--- src/hw/rtl/rhc_pkg.sv ---
// shared types and constants of the rgb to hsl converter
package rhc_pkg;

  // channel and result field widths
  localparam int CH_W   = 8;
  localparam int HUE_W  = 15;
  localparam int SAT_W  = 16;
  localparam int LSUM_W = 9;

  // default fixed-point formats
  localparam int HUE_FRAC_BITS_DEF = 6;
  localparam int SAT_BITS_DEF      = 16;

  // which channel sets the hue sector
  typedef enum logic [1:0] {
    SEC_RED,
    SEC_GREEN,
    SEC_BLUE
  } sector_t;

  // input word: one pixel
  typedef struct packed {
    logic [CH_W-1:0] red;
    logic [CH_W-1:0] green;
    logic [CH_W-1:0] blue;
  } in_word_t;

  // output word: hsl form
  typedef struct packed {
    logic [HUE_W-1:0]  hue;
    logic [SAT_W-1:0]  saturation;
    logic [LSUM_W-1:0] lightness_sum;
  } out_word_t;

  // per-item control carried alongside the divider stages
  typedef struct packed {
    sector_t           sec;
    logic              neg;
    logic              grey;
    logic [LSUM_W-1:0] sum;
    logic [CH_W-1:0]   den;
    logic [CH_W-1:0]   delta;
  } side_t;

endpackage

--- src/hw/rtl/rgb_to_hsl_converter_unit.sv ---
// rgb to hsl converter: pipelined top level with two bit-per-stage dividers
//
// Usage
//   Input channel: drive pixel and raise start; the word is taken at a rising
//   edge where start is high and busy is low. busy is low except in reset, so
//   a new pixel may be given on every clock.
//   Output channel: done is high for exactly one cycle with the hsl word on
//   result. The receiver cannot hold results off and none is needed: the
//   pipeline advances every cycle.
// Throughput and pipeline
//   One pixel per clock. With QMAX = max(SAT_BITS, clog2(60 * 2^HUE_FRAC_BITS
//   + 1)), a taken pixel passes through two compare/subtract stages, one
//   numerator stage, QMAX restoring divider stages (saturation and hue
//   share the stage count, one quotient bit per stage) and the output
//   register.
// Reset
//   rst clears every valid bit; items in flight are dropped and busy stays
//   high while rst is held.
module rgb_to_hsl_converter_unit #(
  parameter int HUE_FRAC_BITS = rhc_pkg::HUE_FRAC_BITS_DEF,
  parameter int SAT_BITS      = rhc_pkg::SAT_BITS_DEF
) (
  input  logic              clk,
  input  logic              rst,
  input  logic              start,
  output logic              busy,
  input  rhc_pkg::in_word_t pixel,
  output logic              done,
  output rhc_pkg::out_word_t result
);

  localparam int HF_SCALE = 2 ** HUE_FRAC_BITS;
  localparam int QH       = $clog2(60 * HF_SCALE + 1);
  localparam int QMAX     = (SAT_BITS > QH) ? SAT_BITS : QH;
  localparam int NW       = QMAX + 8;
  localparam int HW       = $clog2(360 * HF_SCALE);
  localparam int CW       = (HW > QMAX) ? HW : QMAX;
  localparam int LAT      = QMAX + 4;
  localparam int HUE_OW   = rhc_pkg::HUE_W;
  localparam int SAT_OW   = rhc_pkg::SAT_W;

  localparam logic [CW-1:0] H120 = CW'(120 * HF_SCALE);
  localparam logic [CW-1:0] H240 = CW'(240 * HF_SCALE);
  localparam logic [CW-1:0] H360 = CW'(360 * HF_SCALE);

  // one restoring step: shift in the next numerator bit, subtract if it fits
  function automatic logic [NW-1:0] div_step(input logic [NW-1:0] acc,
                                             input logic [7:0] d);
    logic [8:0] t;
    logic       ge;
    logic [8:0] tr;
    t  = acc[NW-1:QMAX-1];
    ge = (t >= {1'b0, d});
    tr = ge ? (t - {1'b0, d}) : t;
    return {tr[7:0], acc[QMAX-2:0], ge};
  endfunction

  // stage a: max, min, sector and signed channel difference
  logic              a_valid;
  logic [7:0]        a_mx, a_mn;
  logic [8:0]        a_diff;
  rhc_pkg::sector_t  a_sec;

  logic              red_top, green_top;
  logic [7:0]        mx_c, mn_c, x_c, y_c;
  rhc_pkg::sector_t  sec_c;

  assign busy = rst;

  always_comb begin
    red_top   = (pixel.red >= pixel.green) && (pixel.red >= pixel.blue);
    green_top = (pixel.green >= pixel.blue);
    if (red_top) begin
      sec_c = rhc_pkg::SEC_RED;
      mx_c  = pixel.red;
      x_c   = pixel.green;
      y_c   = pixel.blue;
    end else if (green_top) begin
      sec_c = rhc_pkg::SEC_GREEN;
      mx_c  = pixel.green;
      x_c   = pixel.blue;
      y_c   = pixel.red;
    end else begin
      sec_c = rhc_pkg::SEC_BLUE;
      mx_c  = pixel.blue;
      x_c   = pixel.red;
      y_c   = pixel.green;
    end
    mn_c = pixel.red;
    if (pixel.green < mn_c) mn_c = pixel.green;
    if (pixel.blue < mn_c) mn_c = pixel.blue;
  end

  always_ff @(posedge clk) begin
    if (rst) begin
      a_valid <= 1'b0;
    end else begin
      a_valid <= start && !busy;
    end
    a_mx   <= mx_c;
    a_mn   <= mn_c;
    a_sec  <= sec_c;
    a_diff <= {1'b0, x_c} - {1'b0, y_c};
  end

  // stage b: delta, sum, denominator and magnitude of the difference
  logic           b_valid;
  rhc_pkg::side_t b_side;
  logic [7:0]     b_absd;

  logic [8:0]     sum_c, neg_diff_c;
  logic [7:0]     delta_c;

  always_comb begin
    delta_c    = a_mx - a_mn;
    sum_c      = {1'b0, a_mx} + {1'b0, a_mn};
    neg_diff_c = 9'd0 - a_diff;
  end

  always_ff @(posedge clk) begin
    if (rst) begin
      b_valid <= 1'b0;
    end else begin
      b_valid <= a_valid;
    end
    b_side.sec   <= a_sec;
    b_side.neg   <= a_diff[8];
    b_side.grey  <= (delta_c == 8'd0);
    b_side.sum   <= sum_c;
    b_side.den   <= (sum_c <= 9'd255) ? sum_c[7:0] : 8'(9'd510 - sum_c);
    b_side.delta <= delta_c;
    b_absd       <= a_diff[8] ? neg_diff_c[7:0] : a_diff[7:0];
  end

  // stage c and divider stages: numerators loaded, then one quotient bit each
  logic           d_valid [0:QMAX];
  rhc_pkg::side_t d_side  [0:QMAX];
  logic [NW-1:0]  sacc    [0:QMAX];
  logic [NW-1:0]  hacc    [0:QMAX];

  logic [13:0]    absd60_c;

  assign absd60_c = ({6'd0, b_absd} << 6) - ({6'd0, b_absd} << 2);

  always_ff @(posedge clk) begin
    if (rst) begin
      d_valid[0] <= 1'b0;
    end else begin
      d_valid[0] <= b_valid;
    end
    d_side[0] <= b_side;
    sacc[0]   <= (NW'(b_side.delta) << SAT_BITS) - NW'(b_side.delta);
    hacc[0]   <= NW'(absd60_c) << HUE_FRAC_BITS;
  end

  for (genvar k = 1; k <= QMAX; k++) begin : g_div
    always_ff @(posedge clk) begin
      if (rst) begin
        d_valid[k] <= 1'b0;
      end else begin
        d_valid[k] <= d_valid[k-1];
      end
      d_side[k] <= d_side[k-1];
      sacc[k]   <= div_step(sacc[k-1], d_side[k-1].den);
      hacc[k]   <= div_step(hacc[k-1], d_side[k-1].delta);
    end
  end

  // final stage: hue from sector base and rounded quotient, output register
  rhc_pkg::side_t fs;
  logic [CW-1:0]  hq_c, base_c, hue_c, sat_c;
  logic           hrem_nz_c;

  always_comb begin
    fs        = d_side[QMAX];
    hq_c      = CW'(hacc[QMAX][QMAX-1:0]);
    hrem_nz_c = |hacc[QMAX][NW-1:QMAX];
    case (fs.sec)
      rhc_pkg::SEC_RED:   base_c = fs.neg ? H360 : '0;
      rhc_pkg::SEC_GREEN: base_c = H120;
      rhc_pkg::SEC_BLUE:  base_c = H240;
      default:            base_c = '0;
    endcase
    if (fs.grey) begin
      hue_c = '0;
      sat_c = '0;
    end else begin
      hue_c = fs.neg ? (base_c - hq_c - CW'(hrem_nz_c)) : (base_c + hq_c);
      sat_c = CW'(sacc[QMAX][QMAX-1:0]);
    end
  end

  always_ff @(posedge clk) begin
    if (rst) begin
      done <= 1'b0;
    end else begin
      done <= d_valid[QMAX];
    end
    result.hue           <= HUE_OW'(hue_c);
    result.saturation    <= SAT_OW'(sat_c);
    result.lightness_sum <= fs.sum;
  end

`ifndef SYNTHESIS
  // every accepted pixel comes out after the fixed latency
  a_latency: assert property (@(posedge clk) disable iff (rst)
    start && !busy |-> ##LAT done)
    else $error("accepted pixel did not produce a result on time");

  // no result word without a pixel taken the latency earlier
  a_no_spurious: assert property (@(posedge clk) disable iff (rst)
    done |-> $past(start && !busy, LAT))
    else $error("result strobe without a matching pixel");

  // the difference in the hue numerator never exceeds delta
  a_absd: assert property (@(posedge clk) disable iff (rst)
    b_valid |-> b_absd <= b_side.delta)
    else $error("hue difference larger than delta");

  // coloured pixels reach the dividers with non-zero divisors
  a_divisor: assert property (@(posedge clk) disable iff (rst)
    d_valid[0] && !d_side[0].grey |-> d_side[0].den != 8'd0 && d_side[0].delta != 8'd0)
    else $error("zero divisor on a coloured pixel");

  // hue stays below a full turn
  a_hue_range: assert property (@(posedge clk) disable iff (rst)
    d_valid[QMAX] |-> hue_c < H360)
    else $error("hue out of range");
`endif

endmodule
--- config.mk ---
export PLATFORM = sky130hd
export DESIGN_NAME = rgb_to_hsl_converter_unit
export DESIGN_NICKNAME = d
export VERILOG_FILES = /design/src/hw/rtl/rhc_pkg.sv /design/src/hw/rtl/rgb_to_hsl_converter_unit.sv
export SDC_FILE = /design/constraint.sdc
export NUM_CORES = 2
export LEC_CHECK = 0
export BUFFER_PORTS_ARGS = -buffer_cell sky130_fd_sc_hd__buf_4
export CAP_MARGIN = 40
export CORE_MARGIN = 10
export CORE_UTILIZATION = 56
export DETAILED_ROUTE_END_ITERATION = 12
export PLACE_DENSITY = 0.72
export SLEW_MARGIN = 20
export SYNTH_ARGS = -nofsm -noshare
export SYNTH_HDL_FRONTEND = slang
export SYNTH_SLANG_ARGS = --single-unit
--- constraint.sdc ---
create_clock -name clk -period 4 [get_ports clk]
set_input_delay 0.2 -clock clk [delete_from_list [all_inputs] [get_ports clk]]
set_output_delay 0.2 -clock clk [all_outputs]
set_load 0.005 [all_outputs]
==> metrics.cfg <==
[flow_run]
drv_cap = 0

[die]
coreArea_um2 = 74800
initial_core_util = 0.568
num_rows = 100
die_area_um2 = 87300
dieWidth_um = 295
die_h_um = 295
io_pins = 69

[grt]
antenna_found_initial = 0
first_global_vias = 24600
grt_max_degree = 32
grtUsageTotal = 0.155
grt_pass1_wl_um = 114000
overflow = 0

[worst_setup_path]
reg2reg_from = hacc[0][401]
required_ps = 4580
critPathCaptureType = flop
cp.arrival_ps = 4330
crit_fanout = 13
crit_type = in2reg
crit_start = pixel[1]
startpoint_type = primary input

[synthesis]
ys_seq_elements = 1235
ys_seq_area_frac = 0.582
synthArstFlopShare = 0
syn_area_um2 = 42500
synth-main-ff-cell = dfxtp_1
synth-edff-count = 0
syn_nets = 4117
synth_warnings = 0
synth_cell_types = 76
synthCells = 3709
syn_area_per_cell_um2 = 11.5

[cts]
path_clk_slew_ps = 60
root_buffer = clkbuf_16
clk_path_buf_depth = 3
clkLatencyLatePin_ps = 680
htree_levels = 3
cts_tree = built
cts_buffers = 116
cts_sinks = 1235

[timing]
holdWs_ps = 101
fin_skew_ps = 18.6
timing.fmax_mhz = 266
worst_slack_ps = 244
relSlewSlack = 0.504
setup_viol = 0
fin_crit_ps = 3760
hold_viol_final = 0
post-route-period-util = 0.939
setup_tns_ps = 0
drv_slew = 0
rsz0062_at_grt = false
tightestPinTransition_ps = 744

[drt]
drt-pass1-iter-count = 5
wl_met2_um = 33700
vias_per_cell = 4.88
wl_met1_um = 29100
wl_met3_um = 2250
post_drt_wl_per_cell_um = 13.4
drt_iter0_markers = 751
top_layer = met4
via_count = 24300
drt-total-wl_um = 66700
drc_errors = 0
postRouteAntennaNets = 0

[status]
outcome = complete, no violations

[cells_and_area]
drive_gt1_frac = 0.119
nets = 4317
antennaDiodeCount = 0
area_growth_pct = 14.3

[worst_hold_path]
hold_start = pixel[8]
hold_path.class = in2reg

[placed_design]
dpl.hpwl_um = 48000
port_buffers = 68
pre_cts_ws_ps = 72.9
globalplace.congestion = 0.835

-- cell families after synthesis --
logic type	after synthesis	share of synthesized area
multiplexers	248	0.0626
buffers and inverters	456	0.0410
flip-flops	1235	0.582
AO/OA/AOI/OAI	571	0.0887
XOR/XNOR	149	0.0311
AND/OR/NAND/NOR	669	0.0766
adder cells (fa/ha/maj)	381	0.118
-- flip-flops by register name, indices dropped and copies added (netlist names) --
signal / count
done: 1
b_valid: 1
a_mx: 8
hacc: 288
a_sec: 2
d_valid: 17
a_diff: 9
result: 40
sacc: 386
b_absd: 8
b_side: 27
a_mn: 8
a_valid: 1
d_side: 439
-- layer usage --
metal / GRT usage / up-vias
li1: - / 12800
met1: 0.175 / 11100
met2: 0.289 / 269
met3: 0.0282 / 118
met4: 0.0551 / 0
met5: 0 / -
-- what timing repair did --
item | CTS | global route
setup endpoints to repair | 0 | 7
setup buffers | 0 | 0
resized for setup | 0 | 1
hold buffers | 35 | 0
endpoints found under the hold margin | 36 | 0
-- cells in the final DEF (no fill, tap or decap), types with 30 or more instances in the layout --
cell           instances
nor2_1               291
nand2b_1              72
o21ai_1               32
a211oi_1              30
o21ai_0              129
xnor2_1              126
clkbuf_16            116
o31ai_1               32
nor2b_1               81
nand2_1               83
nand4_1               55
a21boi_0              55
fa_1                  35
ha_1                 346
inv_1                427
mux2_2               143
buf_4                 76
dlygate4sd3_1         35
dfxtp_1             1235
o21a_1                45
a21oi_1              114
mux2i_1              105
-- per-stage QoR --
step / util / cell area, um2 / std cells
finish: 0.649 / 48600 / 4978
global route: 0.649 / 48600 / 4978
CTS: 0.649 / 48600 / 4978
detailed placement: 0.590 / 44100 / 4725
global placement: 0.590 / 44100 / 4724
floorplan: - / 42500 / 3709
-- cells in the mapped netlist, types with 4 or more instances --
cell type	count	area [um2]
o31ai_1	32	240
buf_2	12	60.1
o21bai_1	4	30.0
xnor2_1	126	1100
dfxtp_1	1235	24700
nor3_1	28	140
o21ba_2	5	50.1
a21boi_0	55	413
or3_1	5	31.3
a211oi_1	30	225
nor2_1	291	1090
nand4_1	55	344
nand2b_1	72	450
a21o_1	18	135
a21boi_1	28	210
inv_1	427	1600
o21ai_1	32	160
xor2_1	21	184
o21a_1	46	345
nand3_1	14	70.1
mux2_2	143	1610
or4_1	7	52.6
a21oi_1	114	571
a21oi_2	23	201
o32ai_1	7	61.3
o31a_1	8	70.1
or2_2	9	56.3
ha_1	346	4330
o21ai_0	130	651
clkbuf_1	14	52.6
mux2i_1	105	1050
o22ai_1	7	43.8
and3_1	4	25.0
fa_1	35	701
nand2_1	83	312
nor3b_1	4	30.0
nor2b_1	81	507
-- critical path, cell delays in order --
cell and delay (ps):
dlygate4sd3_1 530, buf_4 140, inv_1 70, ha_1 270, nand2_1 40, o21ai_0 240, a221oi_1 140, o21ai_2 630
mux2i_1 170, a21oi_1 180, ha_1 200, inv_1 80, fa_1 400, a21o_1 200, a21oi_1 220, o21bai_1 100
a21oi_1 220, nor2_1 70, a211oi_1 230
-- worst paths after layout --
check | end | slack [ps] | cells past startpoint
worst max-delay path | a_diff[8] | 240 | 19
worst min-delay path | a_diff[0] | 100 | 4
worst max register to register | result[38] | 1080 | 13
worst min register to register | d_side[0][340] | 320 | 0
-- cell type report --
cell class	instances	area, um2
sequential	1235	24700
fill	5637	26300
clock inverter	63	827
inverter	427	1600
clock buffer	155	3240
timing repair buffer	111	921
tap	969	1210
multi-input combinational	2018	16000
Power is left out: the tool's default activity adds up to more than one toggle a clock period on the data nets, which glitch-free logic cannot reach.
